`config.mk`:
```
export PLATFORM = sky130hd
export DESIGN_NAME = ico_ram
export DESIGN_NICKNAME = d
export VERILOG_FILES = /design/src/hw/rtl/ico_ram.sv
export SDC_FILE = /design/constraint.sdc
export NUM_CORES = 1
export LEC_CHECK = 0
export BUFFER_PORTS_ARGS = -buffer_cell sky130_fd_sc_hd__buf_2
export CAP_MARGIN = 20
export CORE_MARGIN = 8
export CORE_UTILIZATION = 26
export CTS_BUF_LIST = sky130_fd_sc_hd__clkbuf_8
export CTS_CLUSTER_SIZE = 28
export DETAILED_ROUTE_END_ITERATION = 6
export PLACE_DENSITY_LB_ADDON = 0.15
export SYNTH_ARGS = -nofsm -noshare
export SYNTH_HDL_FRONTEND = slang
export SYNTH_SLANG_ARGS = --single-unit
```
`constraint.sdc`:
```
create_clock -name i_clk -period 3.7 [get_ports i_clk]
set_input_delay 0.185 -clock i_clk [delete_from_list [all_inputs] [get_ports i_clk]]
set_output_delay 0.185 -clock i_clk [all_outputs]
set_load 0.005 [all_outputs]
```
`src/hw/rtl/ico_ram.sv`:
```
module ico_ram #(
    parameter int WIDTH = 8,
    parameter int DEPTH = 16
) (
    input  logic                     i_clk,
    input  logic                     i_we,
    input  logic [$clog2(DEPTH)-1:0] i_waddr,
    input  logic [WIDTH-1:0]         i_wdata,
    input  logic [$clog2(DEPTH)-1:0] i_raddr,
    output logic [WIDTH-1:0]         o_rdata
);

    logic [WIDTH-1:0] r_mem [DEPTH];

    always_ff @(posedge i_clk) begin
        if (i_we) begin
            r_mem[i_waddr] <= i_wdata;
        end
        o_rdata <= r_mem[i_raddr];
    end

endmodule

```
Yosys cells after proc, flatten, opt, wreduce, memory -nomap -nowiden --
Memory sizes are Yosys's and may differ from the RTL's. A register that Yosys moved wholly into a read port is not among the register bits. Cells that the tools add are included.
Storage, ports and cells: memories kept 1, memory bits (read-only) 0, bits in writable memories 128, input bits 18, latch bits 0, register bits after elaboration 0
Memories:
- r_mem | words 16, width 8, read ports 1, clocked after Yosys merged registers in 1, write ports 1, line 13 | logic [WIDTH-1:0] r_mem [DEPTH];
Operators by class: reduce and logical (&&, ||, !) cells 0, $mul 0, $lt $le $gt $ge 0, add/subtract/negate cells 0, shift-type cells 0, bitwise operators 0, div/mod/pow operators 0, mux-type cells 2, equal/unequal tests 0
Operators by type and width (number):
- 1-bit 2-to-1 mux | 2

Depth between registers and ports, before layout --
word-level depth 2, depth in mapped cells 5, depth with buffers taken out 3

Worst setup path before layout --
OpenSTA, ideal clock, no wires.
kind input-to-reg, start point in i_waddr[2], end point mem r_mem[0][0], enable pin, stages 2, arrival 1.295 ns, required time 3.317 ns, path slack 2.022 ns, path through or3b_2 nor3_1
RTL lines:
- from (decl) | line 7 | input logic [$clog2(DEPTH)-1:0] i_waddr,
- to (decl) | line 13
Straight into the memory's write port.

Final worst setup path --
start point in i_waddr[2], end point mem r_mem[1][2], enable pin
Straight into the memory's write port.

==> impl_metrics.env <==
export IMPL_start_util_pct=26.45
export IMPL_crit_chain="buf_2, or3b_2, nor2_1"
export IMPL_grt_pass1_wl_um=16430
export IMPL_netlist_top_cells_count="128 x edfxtp_1, 18 x mux4_2, 16 x a22oi_1"
export IMPL_status="finished, final reports clean"
export IMPL_crit_cells=3
export IMPL_critical_path_top_delay_family="simple AND/OR/NAND/NOR gates"
export IMPL_drt_vias_per_instance=4.342
export IMPL_setup_viol=0
export IMPL_numClockSinks=136
export IMPL_die_w_um=156.7
export IMPL_root_buffer="clkbuf_8"
export IMPL_slew_limit_headroom_pct=37.00
export IMPL_yosys_area_top_type="edfxtp_1"
export IMPL_yosysMostFrequentCell="edfxtp_1"
export IMPL_power_density_nw_per_um2=513.5
export IMPL_final_nets=289
export IMPL_final_cells=549
export IMPL_rsz0062_at_grt="false"
export IMPL_grt_overflow_total=0
export IMPL_start_kind="input pin"
export IMPL_grt_use_total_pct=9.645
export IMPL_cts_setup_buffers=0
export IMPL_rows=51
export IMPL_endpoint_kind="register"
export IMPL_ys_seq_area_share_pct=77.78
export IMPL_switching_power_uw=640.9
export IMPL_cap_viol_max_count=0
export IMPL_ys_flop_type="edfxtp_1"
export IMPL_gp_congestion=0.6910
export IMPL_diodes=0
export IMPL_area_growth_pct=16.16
export IMPL_period_needed_ns=1.482
export IMPL_syn_inst=229
export IMPL_drv_slew=0
export IMPL_grt_pass1_vias=2580
export IMPL_hold_path_class="in -> reg"
export IMPL_hold_viol=0
export IMPL_syn_avg_cell_area_um2=22.48
export IMPL_intPower_mw=2.429
export IMPL_fill_cells=1896
export IMPL_drt_iter0_drc=141
export IMPL_worst_path_largest_cell_delay_ns=0.73
export IMPL_max_freq_mhz=674.8
export IMPL_synth_area_um2=5147
export IMPL_ys_ff_latch=136
export IMPL_dpl_cell_count=517
export IMPL_die_h_um=156.7
export IMPL_vias=2384
export IMPL_finClkSkew_ns=0.007990
export IMPL_worst_skew_pair_late_latency_ns=0.44
export IMPL_fin_crit_sh_pct=40.05
export IMPL_fin_util_pct=30.72
export IMPL_firstDrtPassIters=4
export IMPL_core_area_um2=19460
export IMPL_grt_max_degree=33
export IMPL_io_buffer_count=25
export IMPL_path_class="in -> reg"
export IMPL_antenna_found_initial=1
export IMPL_antenna_left=0
export IMPL_synth_top_area_share_pct=74.67
export IMPL_synth_edf_count=128
export IMPL_h_tree_depth=4
export IMPL_p_comb_share_pct=5.1
export IMPL_async_flop_share_pct=0
export IMPL_clk_pin_slew_worst_paths_ns=0.07
export IMPL_clk_path_buf_depth=2
export IMPL_critPathMaxFanout=8
export IMPL_worstPathRequired_ns=3.77
export IMPL_hold_path_depth=1
export IMPL_drcViolationCount=0
export IMPL_r2r_cells=3
export IMPL_setup_tns_ns=0
export IMPL_clockPowerShare_pct=38.5
export IMPL_cp_num_buf_inv=1
export IMPL_tightest_slew_ns=0.9415
export IMPL_synth_nets=247
export IMPL_holdBufCountCts=0
export IMPL_synth_cell_types=19
export IMPL_pwr_share_seq_pct=56.4
export IMPL_synth_warnings=0
export IMPL_drt_wl_total_um=11160
export IMPL_dp_hpwl_um=7232
export IMPL_cts_tree="done"
export IMPL_leakage_nw=1.947
export IMPL_drive_gt1_share_pct=26.76
export IMPL_critPathSlowestCell="nor2_1"
export IMPL_numCtsBuffers=17
export IMPL_cts_resized=0
export IMPL_route_detailed_wl_per_inst_um=20.32
export IMPL_p_sw_share_pct=20.87
export IMPL_synth_area_top_cells="edfxtp_1 75%, mux4_2 7.9%, mux4_1 7.1%, dfxtp_1 3.1%, a22oi_1 2.3%"
export IMPL_ioPinCount=26
export IMPL_vdd_drop_max_v=0.0002694
export IMPL_die_area_um2=24560
export IMPL_worst_ep_arrival_time_ns=1.55
[cell families (layout without fill, tap and decap cells)]
family | count (synthesis) | in the layout | share of synthesized area, %
muxes | 32 | 32 | 15.02
DFF | 136 | 136 | 77.78
AOI/OAI and AO/OA | 16 | 16 | 2.334
and+or+nand+nor | 35 | 35 | 3.184
buffers and inverters | 10 | 65 | 1.677
[metal layers]
metal | global-route usage (%) | wire length [um]
met1 | 12.81 | 5486
met2 | 14.13 | 5000
met3 | 3.254 | 525
met4 | 3.982 | 129
met5 | 0 | 14
[through the flow]
stage	area (um^2)	power [mW]	hold slack, ns	setup WS [ns]
after floorplan	5147	1.850	0.2839	2.022
after global placement	5568	1.928	0.5729	1.771
after detailed placement	5602	1.930	0.5676	1.775
after CTS	5979	3.103	0.1060	2.254
after global routing	5979	3.165	0.1108	2.186
final	5979	3.070	0.1299	2.218
[sequential cells by signal (all words and copies together), names as in the netlist]
name     count
o_rdata      8
r_mem      128
[final timing paths]
kind                                  start           to  slack [ns]
worst max register to register  r_mem[2][5]   o_rdata[5]        2.29
worst min register to register  r_mem[8][1]   o_rdata[1]        0.69
worst max-delay path             i_waddr[2]  r_mem[1][2]        2.22
worst min-delay path             i_wdata[3]  r_mem[6][3]        0.13
[cell usage in the layout, fill, tap and decap left out, drive strengths merged]
cell / synthesis / layout
a22oi: 16 / 16
and2: 1 / 1
and2b: 1 / 1
buf: 7 / 33
bufinv: 0 / 3
clkbuf: 0 / 17
clkinv: 0 / 9
dfxtp: 8 / 8
edfxtp: 128 / 128
inv: 0 / 3
mux4: 32 / 32
nand2: 9 / 9
nand2b: 2 / 2
nand3: 1 / 1
nand3b: 2 / 2
nor2: 13 / 13
nor2b: 1 / 1
nor3: 4 / 4
or3b: 1 / 1
[final cells by class]
cell class,instances,area (um^2),share of cell area (%)
multi-input combinational,83,1057,17.68
tap,265,331.6,5.545
timing repair buffer,33,209.0,3.494
clock inverter,15,143.9,2.406
sequential,136,4004,66.96
clock buffer,17,234.0,3.913
[power groups by stage]
stage | Combinational, mW | Clock (mW) | Sequential [mW]
CTS | 0.163 | 1.21 | 1.73
floorplan | 0.0874 | 0 | 1.76
global placement | 0.162 | 0 | 1.77
detailed placement | 0.163 | 0 | 1.77
finish | 0.157 | 1.18 | 1.73
global route | 0.174 | 1.26 | 1.73
[worst reg2reg max path, cell delays in order, from the launching register on]
cell      delay, ns
edfxtp_1       0.40
mux4_1         0.50
a22oi_1        0.28
nand2_1        0.11
No activity file was read; power rests on OpenSTA's default activity.
