--- src/hw/rtl/ico_pkg.sv ---
package ico_pkg;

    localparam int MAX_VERTICES  = 16384;
    localparam int TABLE_ENTRIES = 32768;
    localparam int VIDX_W        = $clog2(MAX_VERTICES);
    localparam int VCNT_W        = VIDX_W + 1;
    localparam int TADDR_W       = $clog2(TABLE_ENTRIES);
    localparam int TUSED_W       = TADDR_W + 1;
    localparam int KEY_W         = 2 * VIDX_W;
    localparam int ENTRY_W       = 1 + KEY_W + VIDX_W;
    localparam int VTX_W         = 48;
    localparam int BASE_COUNT    = 12;
    localparam int TRI_COUNT     = 20;

    localparam logic [14:0] HASH_MUL = 15'h79B1;

    localparam logic signed [15:0] CA = 16'sd8614;
    localparam logic signed [15:0] CB = 16'sd13937;
    localparam logic signed [15:0] CZ = 16'sd0;

    localparam logic FUNC_RESTART = 1'b0;
    localparam logic FUNC_SPLIT   = 1'b1;
    localparam logic KIND_VTX     = 1'b0;
    localparam logic KIND_TRI     = 1'b1;

    localparam logic [1:0] ST_OK    = 2'd0;
    localparam logic [1:0] ST_VFULL = 2'd1;
    localparam logic [1:0] ST_TFULL = 2'd2;

    function automatic logic [VTX_W-1:0] base_vtx(input logic [3:0] idx);
        logic [VTX_W-1:0] v;
        v = '0;
        case (idx)
            4'd0:    v = {-CA, CB, CZ};
            4'd1:    v = {CA, CB, CZ};
            4'd2:    v = {-CA, -CB, CZ};
            4'd3:    v = {CA, -CB, CZ};
            4'd4:    v = {CZ, -CA, CB};
            4'd5:    v = {CZ, CA, CB};
            4'd6:    v = {CZ, -CA, -CB};
            4'd7:    v = {CZ, CA, -CB};
            4'd8:    v = {CB, CZ, -CA};
            4'd9:    v = {CB, CZ, CA};
            4'd10:   v = {-CB, CZ, -CA};
            4'd11:   v = {-CB, CZ, CA};
            default: v = '0;
        endcase
        return v;
    endfunction

    function automatic logic [11:0] base_tri(input logic [4:0] idx);
        logic [11:0] t;
        t = '0;
        case (idx)
            5'd0:    t = {4'd0, 4'd11, 4'd5};
            5'd1:    t = {4'd0, 4'd5, 4'd1};
            5'd2:    t = {4'd0, 4'd1, 4'd7};
            5'd3:    t = {4'd0, 4'd7, 4'd10};
            5'd4:    t = {4'd0, 4'd10, 4'd11};
            5'd5:    t = {4'd1, 4'd5, 4'd9};
            5'd6:    t = {4'd5, 4'd11, 4'd4};
            5'd7:    t = {4'd11, 4'd10, 4'd2};
            5'd8:    t = {4'd10, 4'd7, 4'd6};
            5'd9:    t = {4'd7, 4'd1, 4'd8};
            5'd10:   t = {4'd3, 4'd9, 4'd4};
            5'd11:   t = {4'd3, 4'd4, 4'd2};
            5'd12:   t = {4'd3, 4'd2, 4'd6};
            5'd13:   t = {4'd3, 4'd6, 4'd8};
            5'd14:   t = {4'd3, 4'd8, 4'd9};
            5'd15:   t = {4'd4, 4'd9, 4'd5};
            5'd16:   t = {4'd2, 4'd4, 4'd11};
            5'd17:   t = {4'd6, 4'd2, 4'd10};
            5'd18:   t = {4'd8, 4'd6, 4'd7};
            5'd19:   t = {4'd9, 4'd8, 4'd1};
            default: t = '0;
        endcase
        return t;
    endfunction

endpackage

--- src/hw/rtl/ico_norm.sv ---
module ico_norm import ico_pkg::*; (
    input  logic               i_clk,
    input  logic               i_rst_n,
    input  logic               i_start,
    input  logic signed [16:0] i_sx,
    input  logic signed [16:0] i_sy,
    input  logic signed [16:0] i_sz,
    output logic               o_done,
    output logic signed [15:0] o_x,
    output logic signed [15:0] o_y,
    output logic signed [15:0] o_z
);

    typedef enum logic [2:0] {N_IDLE, N_SQ, N_DINIT, N_DIV, N_SQRT, N_FIN} t_nstate;

    t_nstate            r_state;
    logic [15:0]        r_mag [3];
    logic [2:0]         r_neg;
    logic [30:0]        r_sq [3];
    logic [31:0]        r_s;
    logic [1:0]         r_k;
    logic [4:0]         r_cnt;
    logic [31:0]        r_rem;
    logic [30:0]        r_q;
    logic [31:0]        r_res;
    logic [31:0]        r_bit;
    logic [30:0]        r_v;
    logic signed [15:0] r_out [3];

    logic [31:0] c_prod;
    logic [32:0] c_trial;
    logic [31:0] c_rb;
    logic [30:0] c_v;
    logic [15:0] c_m;
    logic [16:0] c_abs [3];

    always_comb begin
        c_abs[0] = i_sx[16] ? 17'(-i_sx) : 17'(i_sx);
        c_abs[1] = i_sy[16] ? 17'(-i_sy) : 17'(i_sy);
        c_abs[2] = i_sz[16] ? 17'(-i_sz) : 17'(i_sz);
        c_prod   = r_mag[r_k] * r_mag[r_k];
        c_trial  = {r_rem, (r_cnt == 5'd30) ? r_sq[r_k][0] : 1'b0};
        c_rb     = r_res + r_bit;
        c_v      = (r_cnt == 5'd15) ? r_q : r_v;
        c_m      = 16'((r_res + 32'd1) >> 1);
        if (c_m > 16'd16384) begin
            c_m = 16'd16384;
        end
    end

    always_ff @(posedge i_clk) begin
        if (!i_rst_n) begin
            r_state <= N_IDLE;
            o_done  <= 1'b0;
        end else begin
            unique case (r_state)
                N_IDLE: begin
                    o_done <= 1'b0;
                    if (i_start) begin
                        for (int j = 0; j < 3; j++) begin
                            r_mag[j] <= c_abs[j][15:0];
                        end
                        r_neg   <= {i_sz[16], i_sy[16], i_sx[16]};
                        r_s     <= '0;
                        r_k     <= '0;
                        r_state <= N_SQ;
                    end
                end
                N_SQ: begin
                    r_sq[r_k] <= c_prod[30:0];
                    r_s       <= r_s + c_prod;
                    if (r_k == 2'd2) begin
                        r_k     <= '0;
                        r_state <= N_DINIT;
                    end else begin
                        r_k <= r_k + 2'd1;
                    end
                end
                N_DINIT: begin
                    if (r_s == '0) begin
                        for (int j = 0; j < 3; j++) begin
                            r_out[j] <= '0;
                        end
                        o_done  <= 1'b1;
                        r_state <= N_IDLE;
                    end else begin
                        r_rem   <= {2'b0, r_sq[r_k][30:1]};
                        r_q     <= '0;
                        r_cnt   <= 5'd30;
                        r_state <= N_DIV;
                    end
                end
                N_DIV: begin
                    if (c_trial >= {1'b0, r_s}) begin
                        r_rem <= 32'(c_trial - {1'b0, r_s});
                        r_q   <= {r_q[29:0], 1'b1};
                    end else begin
                        r_rem <= c_trial[31:0];
                        r_q   <= {r_q[29:0], 1'b0};
                    end
                    if (r_cnt == '0) begin
                        r_cnt   <= 5'd15;
                        r_res   <= '0;
                        r_bit   <= 32'd1 << 30;
                        r_state <= N_SQRT;
                    end else begin
                        r_cnt <= r_cnt - 5'd1;
                    end
                end
                N_SQRT: begin
                    if ({1'b0, c_v} >= c_rb) begin
                        r_v   <= 31'(c_v - c_rb[30:0]);
                        r_res <= (r_res >> 1) + r_bit;
                    end else begin
                        r_v   <= c_v;
                        r_res <= r_res >> 1;
                    end
                    r_bit <= r_bit >> 2;
                    if (r_cnt == '0) begin
                        r_state <= N_FIN;
                    end else begin
                        r_cnt <= r_cnt - 5'd1;
                    end
                end
                N_FIN: begin
                    r_out[r_k] <= r_neg[r_k] ? -$signed(c_m) : $signed(c_m);
                    if (r_k == 2'd2) begin
                        o_done  <= 1'b1;
                        r_state <= N_IDLE;
                    end else begin
                        r_k     <= r_k + 2'd1;
                        r_state <= N_DINIT;
                    end
                end
                default: r_state <= N_IDLE;
            endcase
        end
    end

    assign o_x = r_out[0];
    assign o_y = r_out[1];
    assign o_z = r_out[2];

endmodule

--- config.mk ---
export PLATFORM = sky130hd
export DESIGN_NAME = ico_norm
export DESIGN_NICKNAME = d
export VERILOG_FILES = /design/src/hw/rtl/ico_pkg.sv /design/src/hw/rtl/ico_norm.sv
export SDC_FILE = /design/constraint.sdc
export NUM_CORES = 1
export LEC_CHECK = 0
export ABC_AREA = 1
export BUFFER_PORTS_ARGS = -buffer_cell sky130_fd_sc_hd__buf_2
export CELL_PAD_IN_SITES_DETAIL_PLACEMENT = 0
export CELL_PAD_IN_SITES_GLOBAL_PLACEMENT = 1
export CORE_MARGIN = 8
export CORE_UTILIZATION = 49
export DETAILED_ROUTE_END_ITERATION = 16
export GPL_TIMING_DRIVEN = 0
export PLACE_DENSITY_LB_ADDON = 0.2
export SLEW_MARGIN = 30
export SYNTH_ARGS = -nofsm -noshare
export SYNTH_HDL_FRONTEND = slang
export SYNTH_SLANG_ARGS = --single-unit
--- constraint.sdc ---
create_clock -name i_clk -period 11.36 [get_ports i_clk]
set_input_delay 0.568 -clock i_clk [delete_from_list [all_inputs] [get_ports i_clk]]
set_output_delay 0.568 -clock i_clk [all_outputs]
set_load 0.05 [all_outputs]
# Word-level counts from Yosys, hierarchy flattened
# Memories as Yosys holds them, arrays and structs flattened. A register that Yosys moved wholly into a read port is not among the register bits.
# Index checks and enable logic that the tools add are counted.
# op_classes
n_mul	1
addsub	12
eq_ne	17
muxes	60
n_reduce_logical	19
n_lt_le_gt_ge	4
# ops
cell	n
32-bit one-hot mux with 2 select lines	4
32-bit two-way mux	6
16-bit two-way mux	6
31-bit two-way mux	3
32-bit adder	2
16-bit negator	4
31-bit one-hot mux with 2 select lines	1
33-bit by 32-bit >= comparator with 1-bit output	1
31-bit by 32-bit adder with 32-bit output	1
31-bit by 32-bit >= comparator with 1-bit output	1
32-bit logical NOT	1
16-bit by 16-bit multiplier with 32-bit output	1
32-bit subtractor	1
31-bit subtractor	1
1-bit two-way mux	20
2-bit inequality test, second input constant	9
3-bit one-hot mux with 6 select lines	1
17-bit by 1-bit adder with 17-bit output, second input constant	1
16-bit by 15-bit greater-than comparator with 1-bit output, second input constant	1
2-bit two-way mux	8
16-bit OR reduction	1
5-bit two-way mux	3
5-bit one-hot mux with 3 select lines	1
3-bit AND reduction	5
other kinds (19)	30
# word_totals
n_memories	3
out_inout_bits	49
mem_bits_rw	189
regBits	204
in_bits	54
# memory_table
memory	depth	word_bits	read_ports	rd_clocked_by_memory_dff	write_ports	line	rtl
r_sq	3	31	1	1	1	ico_norm.sv:19	logic [30:0] r_sq [3];
r_mag	3	16	1	1	3	ico_norm.sv:17	logic [15:0] r_mag [3];
r_out	3	16	3	0	3	ico_norm.sv:28	logic signed [15:0] r_out [3];

# Logic depth before layout (Yosys ltp)
# logic_depth
ltp_word	6
mapped_depth	44

# Least setup slack after synthesis
# No wires, ideal clock.
# synth_timing
path_kind	reg2reg
from	register (tool-made name)
to	register r_s[30], data pin
period_less_slack_ps	7984
slack_ps	3376
stages_incl_launch_ff	40
path_buffers	3
setup_ps	255
arrival_time_ps	7729
path_cell_list	dfxtp_1 inv_1 buf_2 clkbuf_1 o211ai_1 o21ai_1 inv_1 clkbuf_1 nor2_1 inv_1 fa_1 inv_1 fa_1 inv_1 fa_1 inv_1 fa_1 fa_1 [4 not listed] a21oi_1 o21ai_0 a21oi_1 inv_1 nand2_1 nand2_1 a21boi_0 o21ai_0 xor2_1 ha_1 a21oi_1 nor2_1 o21ai_0 nand2_1 a221oi_1 nand3_1 nand2_1 nor2_1
# synth_lines
element	line	rtl
to (signal assigned)	ico_norm.sv:71	r_s <= r_s + c_prod;
to (decl)	ico_norm.sv:20	logic [31:0] r_s;

==> metrics <==
buffers added on ports 102; maximum net fanout on the critical path 10; fraction of synthesized cell area in xor and xnor cells 0.0550; fin crit period 9.98 ns; max-cap viol count 0; Highest Clock Rate 100 MHz; aggregate global-route resource usage 0.221; layout cells sized above 1 0.0681; dominant combinational cell family by area after synthesis adder cells; clk root buf sky130_fd_sc_hd__clkbuf_16; Min-Delay Path Class in -> reg; count of warnings emitted by yosys 0; Die Span Y 270 um; Req. time, crit path 11.68 ns; pin count of the biggest net entering global routing 26; Post-synth ARST share 0; number of setup violations in the final report 0; number of distinct library cell variants in the gate-level netlist after synthesis 57; RSZ-0062 raised after global routing false; number of stages on the worst hold path 1; wire length of the first global-routing pass 131000 um; Synth Flop Type sky130_fd_sc_hd__edfxtp_1; share of synthesized cell area in and, or, nand and nor gates 0.182; detail-routed net length per standard cell 17.1 um; portion of netlist area occupied by mux cells 0.000316; initial core utilization 0.494; Synth Instances 3773; Core Region 64100 um2; total negative setup slack 0 ns; Worst setup SP type flop; number of top-level pins 103; share of synthesized area occupied by flip-flops and latches 0.355; slowest stage cell on the critical path sky130_fd_sc_hd__dfxtp_1; clk slew on worst S/H paths 0.06 ns; First-pass DRT Iterations 7; outcome finished clean; total clock sinks 376; number of cells on the worst reg-to-reg path 36; Detail Placement HPWL 67200 um; Clock H-tree levels 2; sum of routed wire length over all layers 82300 um; via density per instance 5.18; Gates resized, CTS repair 0; total grt overflow 0; post-synthesis cell type with the largest combined area sky130_fd_sc_hd__edfxtp_1; Die Area 73000 um2; number of global-route vias before repair 24573; Final Hold Viols 0; detailed-route DRC error count 0; top cell type's share of synthesized area 0.351; final worst path period share 0.878; most frequent cells in the layout 670 x sky130_fd_sc_hd__nand2_1, 622 x sky130_fd_sc_hd__inv_1, 444 x sky130_fd_sc_hd__nor2_1; TritonCTS clock tree done; clock latency on the worst-skew pair 0.58 ns; leading cell types by total area after synthesis sky130_fd_sc_hd__edfxtp_1 35%, sky130_fd_sc_hd__fa_1 10%, sky130_fd_sc_hd__ha_1 9.5%; number of DRC violations after detailed-routing iteration 0 1600; number of antenna-violating nets in the routed design 0; final weighted congestion in routability-driven placement 0.888; Least-Margin Pin Slew 0.961 ns; number of hold-repair buffers added at the cts stage 0; number of antenna violations at the first check in global routing 2; leading cell type in the layout, fill and taps excluded sky130_fd_sc_hd__nand2_1; critical path capture point type flop; Adder-Cell Fraction of Synth Area 0.198; Mapped Area 31700 um2; worst path arrival time 10.30 ns; clock buffer count from CTS 43; number of buffers on the longest clock path 3; crit-path most repeated cell sky130_fd_sc_hd__inv_1; number of synthesized register bits 376; per-instance average area after synthesis 8.39 um2; via count 24983; net count of the finished layout 4390; highest cell delay on the worst timing path 0.60 ns; tightest slew margin relative to the limit 0.359; horizontal die dimension 270 um; postcts setup bufs 0; type of the setup path with the least slack reg -> reg; number of rows in the core area 93; area delta synth->final 10.6%; syn nets 4230; setup skew after layout 0.0247 ns; number of enable flip-flop cells after synthesis 370; Final Max Slew Viols 0; Compound-Gate Fraction of Synth Area 0.120
[sequential cells by signal (all words and copies together), names as in the netlist, 5 cells and up, named ones only]
name / cells
r_q: 31
r_v: 31
r_bit: 16
r_out: 48
r_mag: 48
r_rem: 32
r_s: 32
r_res: 32
r_sq: 90
r_cnt: 5
[worst paths after layout]
check,from,to,slack [ns]
max,flop,r_s[30],1.38
min,i_sx[16],r_neg[0],0.21
max reg2reg,flop,r_s[30],1.38
min reg2reg,r_state[0],r_state[0],0.53
[critical path, delay by kind of cell, from the launching register on]
family / cells / cell delay (ns)
AO/OA/AOI/OAI: 9 / 1.77
XOR/XNOR: 1 / 0.17
AND/OR/NAND/NOR: 7 / 1.34
buffers and inverters: 11 / 1.92
adder cells (fa/ha/maj): 8 / 3.89
flip-flops: 1 / 0.60
[cell usage after synthesis, types with 44 or more instances]
cell type and n:
sky130_fd_sc_hd__nand2_1 670, sky130_fd_sc_hd__inv_1 622, sky130_fd_sc_hd__nor2_1 450, sky130_fd_sc_hd__edfxtp_1 370, sky130_fd_sc_hd__a21oi_1 243, sky130_fd_sc_hd__ha_1 240
sky130_fd_sc_hd__o21ai_0 213, sky130_fd_sc_hd__fa_1 163, sky130_fd_sc_hd__nand3_1 140, sky130_fd_sc_hd__xor2_1 120, sky130_fd_sc_hd__xnor2_1 77, sky130_fd_sc_hd__clkbuf_1 57
sky130_fd_sc_hd__o211ai_1 44, sky130_fd_sc_hd__o21ai_1 44
[layout make-up]
| cell class | count | area, um2 |
|---|---|---|
| antenna | 1 | 2.50 |
| buffer | 91 | 452 |
| clock buffer | 52 | 1110 |
| clock inverter | 24 | 269 |
| fill | 6079 | 29100 |
| inverter | 634 | 2380 |
| multi-input combinational | 2672 | 17700 |
| sequential | 376 | 11200 |
| tap | 855 | 1070 |
| timing repair buffer | 115 | 843 |
[kinds of logic (layout without fill, tap and decap cells)]
group | count (synthesis) | in the layout
and+or+nand+nor | 1399 | 1399
buffers and inverters | 725 | 916
AOI/OAI and AO/OA | 671 | 671
adders and majority gates | 403 | 403
DFF | 376 | 376
xor gates and xnor gates | 198 | 198
muxes | 1 | 1
other | 0 | 1
[through the flow]
stage               setup WS [ns]  utilization  hold WS, ns  cell area, um2  cells
floorplan                    3.38            -        0.496           31700   3773
global placement             1.49        0.518        0.504           33200   4730
detailed placement           1.48        0.525        0.516           33700   4743
CTS                          1.45        0.546        0.162           35000   4819
global route                0.731        0.546        0.180           35000   4819
finish                       1.38        0.546        0.207           35000   4820
[metal layers]
| metal | share of wire | wire [um] | track usage |
|---|---|---|---|
| met3 | 0.049 | 4010 | 0.0292 |
| met4 | 0.024 | 1940 | 0.0548 |
| met2 | 0.44 | 35900 | 0.348 |
| met1 | 0.49 | 40400 | 0.321 |
| met5 | 0 | 0 | 0 |
Power is not shown: default switching activity piles up to over one toggle a cycle in this logic, so the estimate is an artifact.
